--- src/rtl/fpr_pkg.sv ---
`timescale 1ns / 1ps
// ----------------------------------------------------------------------------
// fpr_pkg
// Shared constants, beat types and codes of the framed packet receiver.
// ----------------------------------------------------------------------------
package fpr_pkg;

    // payload store geometry
    localparam int STORE_DEPTH = 256;
    localparam int ADDR_W      = $clog2(STORE_DEPTH);
    localparam int CNT_W       = $clog2(STORE_DEPTH + 1);
    localparam int CMP_W       = (CNT_W > 8) ? CNT_W : 8;
    localparam int COUNT_MAX   = 511;

    // request codes
    localparam logic REQ_RX   = 1'b0;
    localparam logic REQ_READ = 1'b1;

    // configuration register indexes
    localparam int CFG_IDX_W = 3;
    typedef logic [CFG_IDX_W-1:0] t_cfg_idx;
    localparam t_cfg_idx CFG_ASCII_MODE  = 3'd0;
    localparam t_cfg_idx CFG_SYNC_FIRST  = 3'd1;
    localparam t_cfg_idx CFG_SYNC_SECOND = 3'd2;
    localparam t_cfg_idx CFG_OPEN_CHAR   = 3'd3;
    localparam t_cfg_idx CFG_CLOSE_CHAR  = 3'd4;

    // configuration reset values
    localparam logic [7:0] SYNC_FIRST_RST  = 8'hAA;
    localparam logic [7:0] SYNC_SECOND_RST = 8'h55;
    localparam logic [7:0] OPEN_CHAR_RST   = 8'd40;
    localparam logic [7:0] CLOSE_CHAR_RST  = 8'd41;

    typedef struct packed {
        logic       req_type;
        logic [7:0] rx_byte;
        logic [7:0] read_index;
    } t_in_beat;

    typedef struct packed {
        logic       frame_good;
        logic       frame_bad;
        logic [8:0] payload_count;
        logic       overflow;
        logic [7:0] read_data;
    } t_out_beat;

    // per-beat result of the control unit
    typedef struct packed {
        logic              wr_en;
        logic [ADDR_W-1:0] wr_addr;
        logic [7:0]        wr_data;
        logic              frame_good;
        logic              frame_bad;
        logic [8:0]        payload_count;
        logic              overflow;
        logic              rd_hit;
    } t_ctrl_res;

endpackage

--- src/rtl/fpr_ctrl.sv ---
`timescale 1ns / 1ps
// ----------------------------------------------------------------------------
// fpr_ctrl
// Framing state machine, counters and configuration registers. Produces the
// store write and the status of each accepted beat in the same cycle.
// ----------------------------------------------------------------------------
module fpr_ctrl (
    input  logic               i_clk,
    input  logic               i_rst_n,
    input  logic               i_beat_valid,
    input  fpr_pkg::t_in_beat  i_beat,
    input  logic               i_cfg_valid,
    input  fpr_pkg::t_cfg_idx  i_cfg_index,
    input  logic [7:0]         i_cfg_data,
    output fpr_pkg::t_ctrl_res o_res
);
    import fpr_pkg::*;

    typedef enum logic [1:0] {
        PH_HUNT = 2'd0,
        PH_SYNC = 2'd1,
        PH_LEN  = 2'd2,
        PH_PAY  = 2'd3
    } t_phase;

    t_phase           r_phase, n_phase;
    logic [7:0]       r_bytes_left, n_bytes_left;
    logic [7:0]       r_xor, n_xor;
    logic [CNT_W-1:0] r_wcnt, n_wcnt;
    logic             r_drop, n_drop;
    logic             r_ascii, n_ascii;
    logic [7:0]       r_sync_first, n_sync_first;
    logic [7:0]       r_sync_second, n_sync_second;
    logic [7:0]       r_open, n_open;
    logic [7:0]       r_close, n_close;

    logic [7:0] c;
    logic       room;

    assign c    = i_beat.rx_byte;
    assign room = (r_wcnt < CNT_W'(STORE_DEPTH));

    always_comb begin
        n_phase       = r_phase;
        n_bytes_left  = r_bytes_left;
        n_xor         = r_xor;
        n_wcnt        = r_wcnt;
        n_drop        = r_drop;
        n_ascii       = r_ascii;
        n_sync_first  = r_sync_first;
        n_sync_second = r_sync_second;
        n_open        = r_open;
        n_close       = r_close;

        o_res            = '0;
        o_res.wr_addr    = ADDR_W'(r_wcnt);
        o_res.wr_data    = c;
        o_res.rd_hit     = (CMP_W'(i_beat.read_index) < CMP_W'(r_wcnt));

        if (i_beat_valid && i_beat.req_type == REQ_RX) begin
            if (!r_ascii) begin
                unique case (r_phase)
                    PH_HUNT: begin
                        n_wcnt = '0;
                        n_drop = 1'b0;
                        n_xor  = '0;
                        if (c == r_sync_first) n_phase = PH_SYNC;
                    end
                    PH_SYNC: begin
                        n_phase = (c == r_sync_second) ? PH_LEN : PH_HUNT;
                    end
                    PH_LEN: begin
                        n_bytes_left = c;
                        n_phase      = PH_PAY;
                    end
                    PH_PAY: begin
                        n_xor = r_xor ^ c;
                        if (r_bytes_left != 8'd0) begin
                            n_bytes_left = r_bytes_left - 8'd1;
                            if (room) begin
                                o_res.wr_en = 1'b1;
                                n_wcnt      = r_wcnt + CNT_W'(1);
                            end else begin
                                n_drop = 1'b1;
                            end
                        end else begin
                            n_phase = PH_HUNT;
                            o_res.frame_good = (n_xor == 8'd0);
                            o_res.frame_bad  = (n_xor != 8'd0);
                        end
                    end
                    default: n_phase = PH_HUNT;
                endcase
            end else begin
                unique case (r_phase)
                    PH_HUNT: begin
                        n_wcnt = '0;
                        n_drop = 1'b0;
                        n_xor  = '0;
                        if (c == r_open) n_phase = PH_PAY;
                    end
                    PH_PAY: begin
                        // open wins over close when both match
                        priority if (c == r_open) begin
                            n_phase = PH_HUNT;
                        end else if (c == r_close) begin
                            n_phase          = PH_HUNT;
                            o_res.frame_good = 1'b1;
                        end else if (room) begin
                            o_res.wr_en = 1'b1;
                            n_wcnt      = r_wcnt + CNT_W'(1);
                        end else begin
                            n_drop = 1'b1;
                        end
                    end
                    default: n_phase = PH_HUNT;
                endcase
            end
        end

        if (i_cfg_valid) begin
            unique case (i_cfg_index)
                CFG_ASCII_MODE: begin
                    n_ascii      = i_cfg_data[0];
                    n_phase      = PH_HUNT;
                    n_bytes_left = '0;
                    n_xor        = '0;
                    n_wcnt       = '0;
                    n_drop       = 1'b0;
                end
                CFG_SYNC_FIRST:  n_sync_first  = i_cfg_data;
                CFG_SYNC_SECOND: n_sync_second = i_cfg_data;
                CFG_OPEN_CHAR:   n_open        = i_cfg_data;
                CFG_CLOSE_CHAR:  n_close       = i_cfg_data;
                default: ;
            endcase
        end

        // count after this beat, saturated to the field
        if (n_wcnt > CNT_W'(COUNT_MAX)) o_res.payload_count = 9'(COUNT_MAX);
        else                            o_res.payload_count = 9'(n_wcnt);
        o_res.overflow = n_drop;
    end

    always_ff @(posedge i_clk) begin
        if (!i_rst_n) begin
            r_phase       <= PH_HUNT;
            r_bytes_left  <= '0;
            r_xor         <= '0;
            r_wcnt        <= '0;
            r_drop        <= 1'b0;
            r_ascii       <= 1'b0;
            r_sync_first  <= SYNC_FIRST_RST;
            r_sync_second <= SYNC_SECOND_RST;
            r_open        <= OPEN_CHAR_RST;
            r_close       <= CLOSE_CHAR_RST;
        end else begin
            r_phase       <= n_phase;
            r_bytes_left  <= n_bytes_left;
            r_xor         <= n_xor;
            r_wcnt        <= n_wcnt;
            r_drop        <= n_drop;
            r_ascii       <= n_ascii;
            r_sync_first  <= n_sync_first;
            r_sync_second <= n_sync_second;
            r_open        <= n_open;
            r_close       <= n_close;
        end
    end

    // count never runs past the store
    a_count_bound: assert property (@(posedge i_clk) disable iff (!i_rst_n)
        r_wcnt <= CNT_W'(STORE_DEPTH))
        else $error("fpr_ctrl: write count beyond store depth");

    // a store write only happens with room left
    a_write_room: assert property (@(posedge i_clk) disable iff (!i_rst_n)
        o_res.wr_en |-> room)
        else $error("fpr_ctrl: store write without room");

    // a frame ends good or bad, never both
    a_frame_excl: assert property (@(posedge i_clk) disable iff (!i_rst_n)
        !(o_res.frame_good && o_res.frame_bad))
        else $error("fpr_ctrl: frame both good and bad");

    // text framing never loads a binary length
    a_text_len: assert property (@(posedge i_clk) disable iff (!i_rst_n)
        r_ascii |-> (r_bytes_left == 8'd0))
        else $error("fpr_ctrl: length pending in text mode");

endmodule

--- src/rtl/framed_packet_receiver_core.sv ---
`timescale 1ns / 1ps
// ----------------------------------------------------------------------------
// framed_packet_receiver_core
// Byte stream deframer with binary sync/length/xor framing and text bracket
// framing, payload store and read-back.
// ----------------------------------------------------------------------------
// One beat is accepted every clock cycle while o_in_ready is high; a result
// passes the read stage (the synchronous payload store read) and then the
// output register, and the sustained rate is one beat per cycle as
// long as the sink keeps up. A beat is either a received line byte, which
// steps the framing state machine and may write one byte into the payload
// store, or a read request, which reads the store at read_index and returns
// zero at or beyond the current count. Every beat returns exactly one result
// carrying the frame flags, the count after the beat and the overflow flag.
// The payload store is not cleared at reset; entries are only ever read below
// the write count, so no clearing pass is needed. Configuration writes are
// always ready and should be issued while the block is idle; writing
// ascii_mode sends the deframer back to hunting.
// ----------------------------------------------------------------------------
module framed_packet_receiver_core (
    input  logic               i_clk,
    input  logic               i_rst_n,
    // input beats
    input  logic               i_in_valid,
    output logic               o_in_ready,
    input  fpr_pkg::t_in_beat  i_in,
    // result beats
    output logic               o_out_valid,
    input  logic               i_out_ready,
    output fpr_pkg::t_out_beat o_out,
    // configuration writes
    input  logic               i_cfg_valid,
    output logic               o_cfg_ready,
    input  fpr_pkg::t_cfg_idx  i_cfg_index,
    input  logic [7:0]         i_cfg_data
);
    import fpr_pkg::*;

    logic      in_acc;
    logic      p_adv;
    t_ctrl_res ctrl_res;

    // read stage: status waits here while the store read completes
    logic       r_p_valid;
    logic       r_p_good;
    logic       r_p_bad;
    logic [8:0] r_p_count;
    logic       r_p_ovf;
    logic       r_p_hit;

    // payload store with registered read port
    logic [7:0] r_store [STORE_DEPTH];
    logic [7:0] r_rd_q;

    // output register
    logic      r_out_valid;
    t_out_beat r_out;

    assign o_cfg_ready = 1'b1;

    // read stage moves on when the output slot is free or being drained
    assign p_adv      = r_p_valid && (!r_out_valid || i_out_ready);
    assign o_in_ready = !r_p_valid || p_adv;
    assign in_acc     = i_in_valid && o_in_ready;

    fpr_ctrl u_ctrl (
        .i_clk        (i_clk),
        .i_rst_n      (i_rst_n),
        .i_beat_valid (in_acc),
        .i_beat       (i_in),
        .i_cfg_valid  (i_cfg_valid),
        .i_cfg_index  (i_cfg_index),
        .i_cfg_data   (i_cfg_data),
        .o_res        (ctrl_res)
    );

    // a write lands at the clock edge of its beat, so the next beat's read
    // already sees it: no forwarding path is needed
    always_ff @(posedge i_clk) begin
        if (ctrl_res.wr_en) begin
            r_store[ctrl_res.wr_addr] <= ctrl_res.wr_data;
        end
        if (in_acc) begin
            r_rd_q <= r_store[ADDR_W'(i_in.read_index)];
        end
    end

    // read stage payload
    always_ff @(posedge i_clk) begin
        if (in_acc) begin
            r_p_good  <= ctrl_res.frame_good;
            r_p_bad   <= ctrl_res.frame_bad;
            r_p_count <= ctrl_res.payload_count;
            r_p_ovf   <= ctrl_res.overflow;
            r_p_hit   <= (i_in.req_type == REQ_READ) && ctrl_res.rd_hit;
        end
    end

    always_ff @(posedge i_clk) begin
        if (!i_rst_n) begin
            r_p_valid <= 1'b0;
        end else if (in_acc) begin
            r_p_valid <= 1'b1;
        end else if (p_adv) begin
            r_p_valid <= 1'b0;
        end
    end

    // output register
    always_ff @(posedge i_clk) begin
        if (p_adv) begin
            r_out.frame_good    <= r_p_good;
            r_out.frame_bad     <= r_p_bad;
            r_out.payload_count <= r_p_count;
            r_out.overflow      <= r_p_ovf;
            r_out.read_data     <= r_p_hit ? r_rd_q : 8'd0;
        end
    end

    always_ff @(posedge i_clk) begin
        if (!i_rst_n) begin
            r_out_valid <= 1'b0;
        end else if (p_adv) begin
            r_out_valid <= 1'b1;
        end else if (i_out_ready) begin
            r_out_valid <= 1'b0;
        end
    end

    assign o_out_valid = r_out_valid;
    assign o_out       = r_out;

endmodule
--- config.mk ---
export PLATFORM = sky130hd
export DESIGN_NAME = framed_packet_receiver_core
export DESIGN_NICKNAME = d
export VERILOG_FILES = /design/src/rtl/fpr_pkg.sv /design/src/rtl/fpr_ctrl.sv /design/src/rtl/framed_packet_receiver_core.sv
export SDC_FILE = /design/constraint.sdc
export NUM_CORES = 2
export LEC_CHECK = 0
export ABC_AREA = 1
export BUFFER_PORTS_ARGS = -buffer_cell sky130_fd_sc_hd__buf_2
export CORE_AREA = 3 3 405 407
export DETAILED_ROUTE_END_ITERATION = 10
export DIE_AREA = 0 0 408 410
export MAX_ROUTING_LAYER = met4
export PLACE_DENSITY_LB_ADDON = 0.2
export SYNTH_ARGS = -nofsm -noshare
export SYNTH_HDL_FRONTEND = slang
export SYNTH_SLANG_ARGS = --single-unit
--- constraint.sdc ---
create_clock -name i_clk -period 2.8 [get_ports i_clk]
set_input_delay 0.42 -clock i_clk [delete_from_list [all_inputs] [get_ports i_clk]]
set_output_delay 0.42 -clock i_clk [all_outputs]
set_load 0.02 [all_outputs]
==> impl_metrics.yaml <==
route:
  vias: 61800
  wl_met1_um: 99700
  drc: 0
  wl_met3_um: 24800
  wl_um: 254000
  wl_per_cell_um: 24.7
  top_layer_used: "met4"
  first_pass_iters: 7
  route.met2.wl_um: 119000
  dr.first_iter.drc_count: 9311
  ant_nets: 0
  viasPerCell: 6.01
timing:
  min_period_ns: 2.72
  final-hold-violation-count: 0
  finalCritPeriodShare_pct: 97.0
  worst_clock_skew_ns: 0.0558
  setup_viol_count_final: 0
  layout_setup_ws_ns: 0.0829
  whs_ns: 0.0617
  fmax_mhz: 368
  rsz0062_at_grt: "yes"
  worst-slew-pin-transition_ns: 0.944
  maxSlewViolCount: 0
  slew_headroom_pct: 37.0
floorplanning:
  die_y_um: 410
  start_util_pct: 55.0
  core_region_area_um2: 161000
  ioPinCount: 56
  rows: 147
  die_area_um2: 167000
  fp.dieW_um: 408
power_and_ir_drop:
  power_mw: 68.7
  power_density_nw_per_um2: 678
  power.leakage_nw: 36.6
  ir_worst_vdd_mv: 0.658
synth:
  synth_commonest_cells: "nand2_1 (2,246), edfxtp_1 (2,089), nand3_1 (2,052)"
  post_synth_num_cell_types: 43
  syn_area_um2: 88300
  yosysMostFrequentCell: "nand2_1"
  synth_edf_count: 2089
  synth_area_per_cell_um2: 11.5
  synth-async-reset-ratio_pct: 0
  synth_top_area_cell: "edfxtp_1"
  synthTopCellsByArea: "edfxtp_1 (71%), nand3_1 (12%), nand2_1 (9.6%), nor2_1 (1.5%), buf_2 (1.5%)"
  yosysTopAreaCellShare_pct: 71.1
  synth-seq-area-share_pct: 72.5
  ys.flop_type: "edfxtp_1"
  synth_nets: 7696
  yosysWarnings: 0
  netlist_instances: 7647
  ys_ff_latch: 2152
critical_path:
  required_ns: 3.36
  cp_slowest_cell: "dfxtp_1"
  cp.buffers_inverters: 5
  r2r-start: "u_ctrl.r_bytes_left[0]"
  r2r_end: "r_store[176][3]"
  crit_type: "reg -> reg"
  critPathLaunchType: "flop"
  critical-path-top-delay-family: "simple AND/OR/NAND/NOR gates"
  crit_fanout: 13
  worstPathCellList: "inv_1 > ha_1 > nand2_1 > nor2_2 > nand3_2 > nor2_2 > inv_1 > nand2_2 > nand2_4 > nand4_4 > inv_4 > buf_12 > nand2_2 > nor2_1 > buf_4"
  critPathLaunch: "u_ctrl.r_bytes_left[0]"
  cp.depth: 15
  cp-end-kind: "flop"
  rrSetupSlack_ns: 0.08
  rr_worst_depth: 15
  cp.arrival_ns: 3.28
  cp_slowest_stage_delay_ns: 0.35
layout:
  fin_nets: 7990
  drive_above_1_share_pct: 11.5
  area_growth_syn_to_layout_pct: 14.8
grt:
  grt_usage_pct: 30.8
  antenna_found_initial: 6
  grt_pass1_vias: 59200
  overflow: 0
  grt_max_degree: 143
  grt_pass1_wl_um: 375000
cts:
  clk_path_buf_depth: 3
  clkSinkCount: 2152
  cts_tree: "done"
  clock_latency_ns: 0.86
  cts_inserted_buffers: 212
  path_clk_slew_ns: 0.06
  cts_max_level: 4
  cts-root-buf: "clkbuf_16"
placed_design:
  io_buffers: 54
  hpwlAfterDp_um: 154000
  dp_slack_ns: -0.0766
  gp_congestion: 0.936
min_path:
  hp-start: "i_in[12]"
  holdPathEnd: "u_ctrl.r_bytes_left[4]"
  hold_depth: 5
  min_path_type: "in -> reg"
run:
  maxCapViolations: 0
status:
  status: "finished, final reports clean"
==> layout make-up <==
class / instances / area [um^2]
Inverter: 124 / 493
Clock inverter: 138 / 1560
Multi-Input combinational cell: 4869 / 21600
Sequential cell: 2152 / 64000
Fill cell: 12200 / 59200
Antenna cell: 4 / 10.0
Timing Repair Buffer: 582 / 5520
Clock buffer: 255 / 5510
Tap cell: 2160 / 2700
==> worst register-to-register path: cells and delay by family, from the launching register on <==
kind	cells	cell delay (ns)
and+or+nand+nor	9	1.17
buffers and inverters	5	0.71
DFF	1	0.35
adders and majority gates	1	0.21
==> metrics by stage <==
stage | instances | instance area (um^2) | setup TNS, ns | utilization, %
6_report | 10300 | 101000 | 0 | 63.1
5_1_grt | 10300 | 101000 | -0.115 | 63.1
4_1_cts | 10300 | 101000 | 0 | 63.1
3_5_place_dp | 9873 | 94100 | -0.191 | 58.6
3_3_place_gp | 9873 | 94100 | -0.311 | 58.6
2_1_floorplan | 7647 | 88300 | 0 | -
==> layout by cell type, fill, tap and decap left out, drive strengths merged, types with 8 or more instances in the layout <==
master / instances
a21oi: 41
a22oi: 8
buf: 568
bufinv: 29
clkbuf: 255
clkinv: 97
clkinvlp: 9
dfxtp: 63
dlygate4sd3: 14
edfxtp: 2089
ha: 16
inv: 127
nand2: 2259
nand3: 2057
nor2: 362
nor3: 14
o21ai: 51
o22ai: 8
xnor2: 21
xor2: 8
==> logic make-up after synthesis <==
logic type                 synth area share [%]
AOI/OAI and AO/OA                         0.763
xor gates and xnor gates                  0.288
adders and majority gates                 0.227
buffers and inverters                      3.15
DFF                                        72.5
other                                   0.00425
and+or+nand+nor                            23.1
==> state kept, by name, indices dropped and copies added, names as in the netlist <==
register	cells
r_store	2048
r_p_good	1
r_p_bad	1
u_ctrl.r_phase	2
o_out	20
u_ctrl.r_sync_first	8
r_p_hit	1
u_ctrl.r_ascii	1
u_ctrl.r_close	8
u_ctrl.r_xor	8
r_p_count	9
u_ctrl.r_open	8
r_p_ovf	1
u_ctrl.r_wcnt	9
r_p_valid	1
u_ctrl.r_sync_second	8
u_ctrl.r_bytes_left	8
u_ctrl.r_drop	1
r_rd_q	8
o_out_valid	1
==> power by group <==
part	internal [mW]	leakage, nW	switching, mW	total [mW]
clock	16.7	3.42	12.2	28.9
sequential	35.4	19.3	0.0614	35.4
combinational	1.15	13.9	3.27	4.42
==> what timing repair did <==
item | in CTS | in global routing
resized for setup | 0 | 11
setup buffers | 0 | 0
setup endpoints to repair | 0 | 359
hold endpoints to repair | 43 | 0
hold buffers | 14 | 0
==> layer usage <==
layer | GRT usage [%] | vias up
met3 | 5.32 | 526
met2 | 47.2 | 3489
li1 | - | 27600
met5 | - | -
met1 | 41.7 | 30200
met4 | 11.9 | 0
==> worst max path at each step <==
| stage | end | slack [ns] |
|---|---|---|
| 3_3_place_gp | r_rd_q[2] | -0.12 |
| 2_1_floorplan | r_store[132][0] | 0.36 |
| 3_5_place_dp | r_rd_q[2] | -0.08 |
| 5_1_grt | r_store[20][4] | -0.01 |
| 6_report | r_store[176][3] | 0.08 |
| 4_1_cts | r_store[255][3] | 0.08 |
Power figures use the tool's default switching activity.
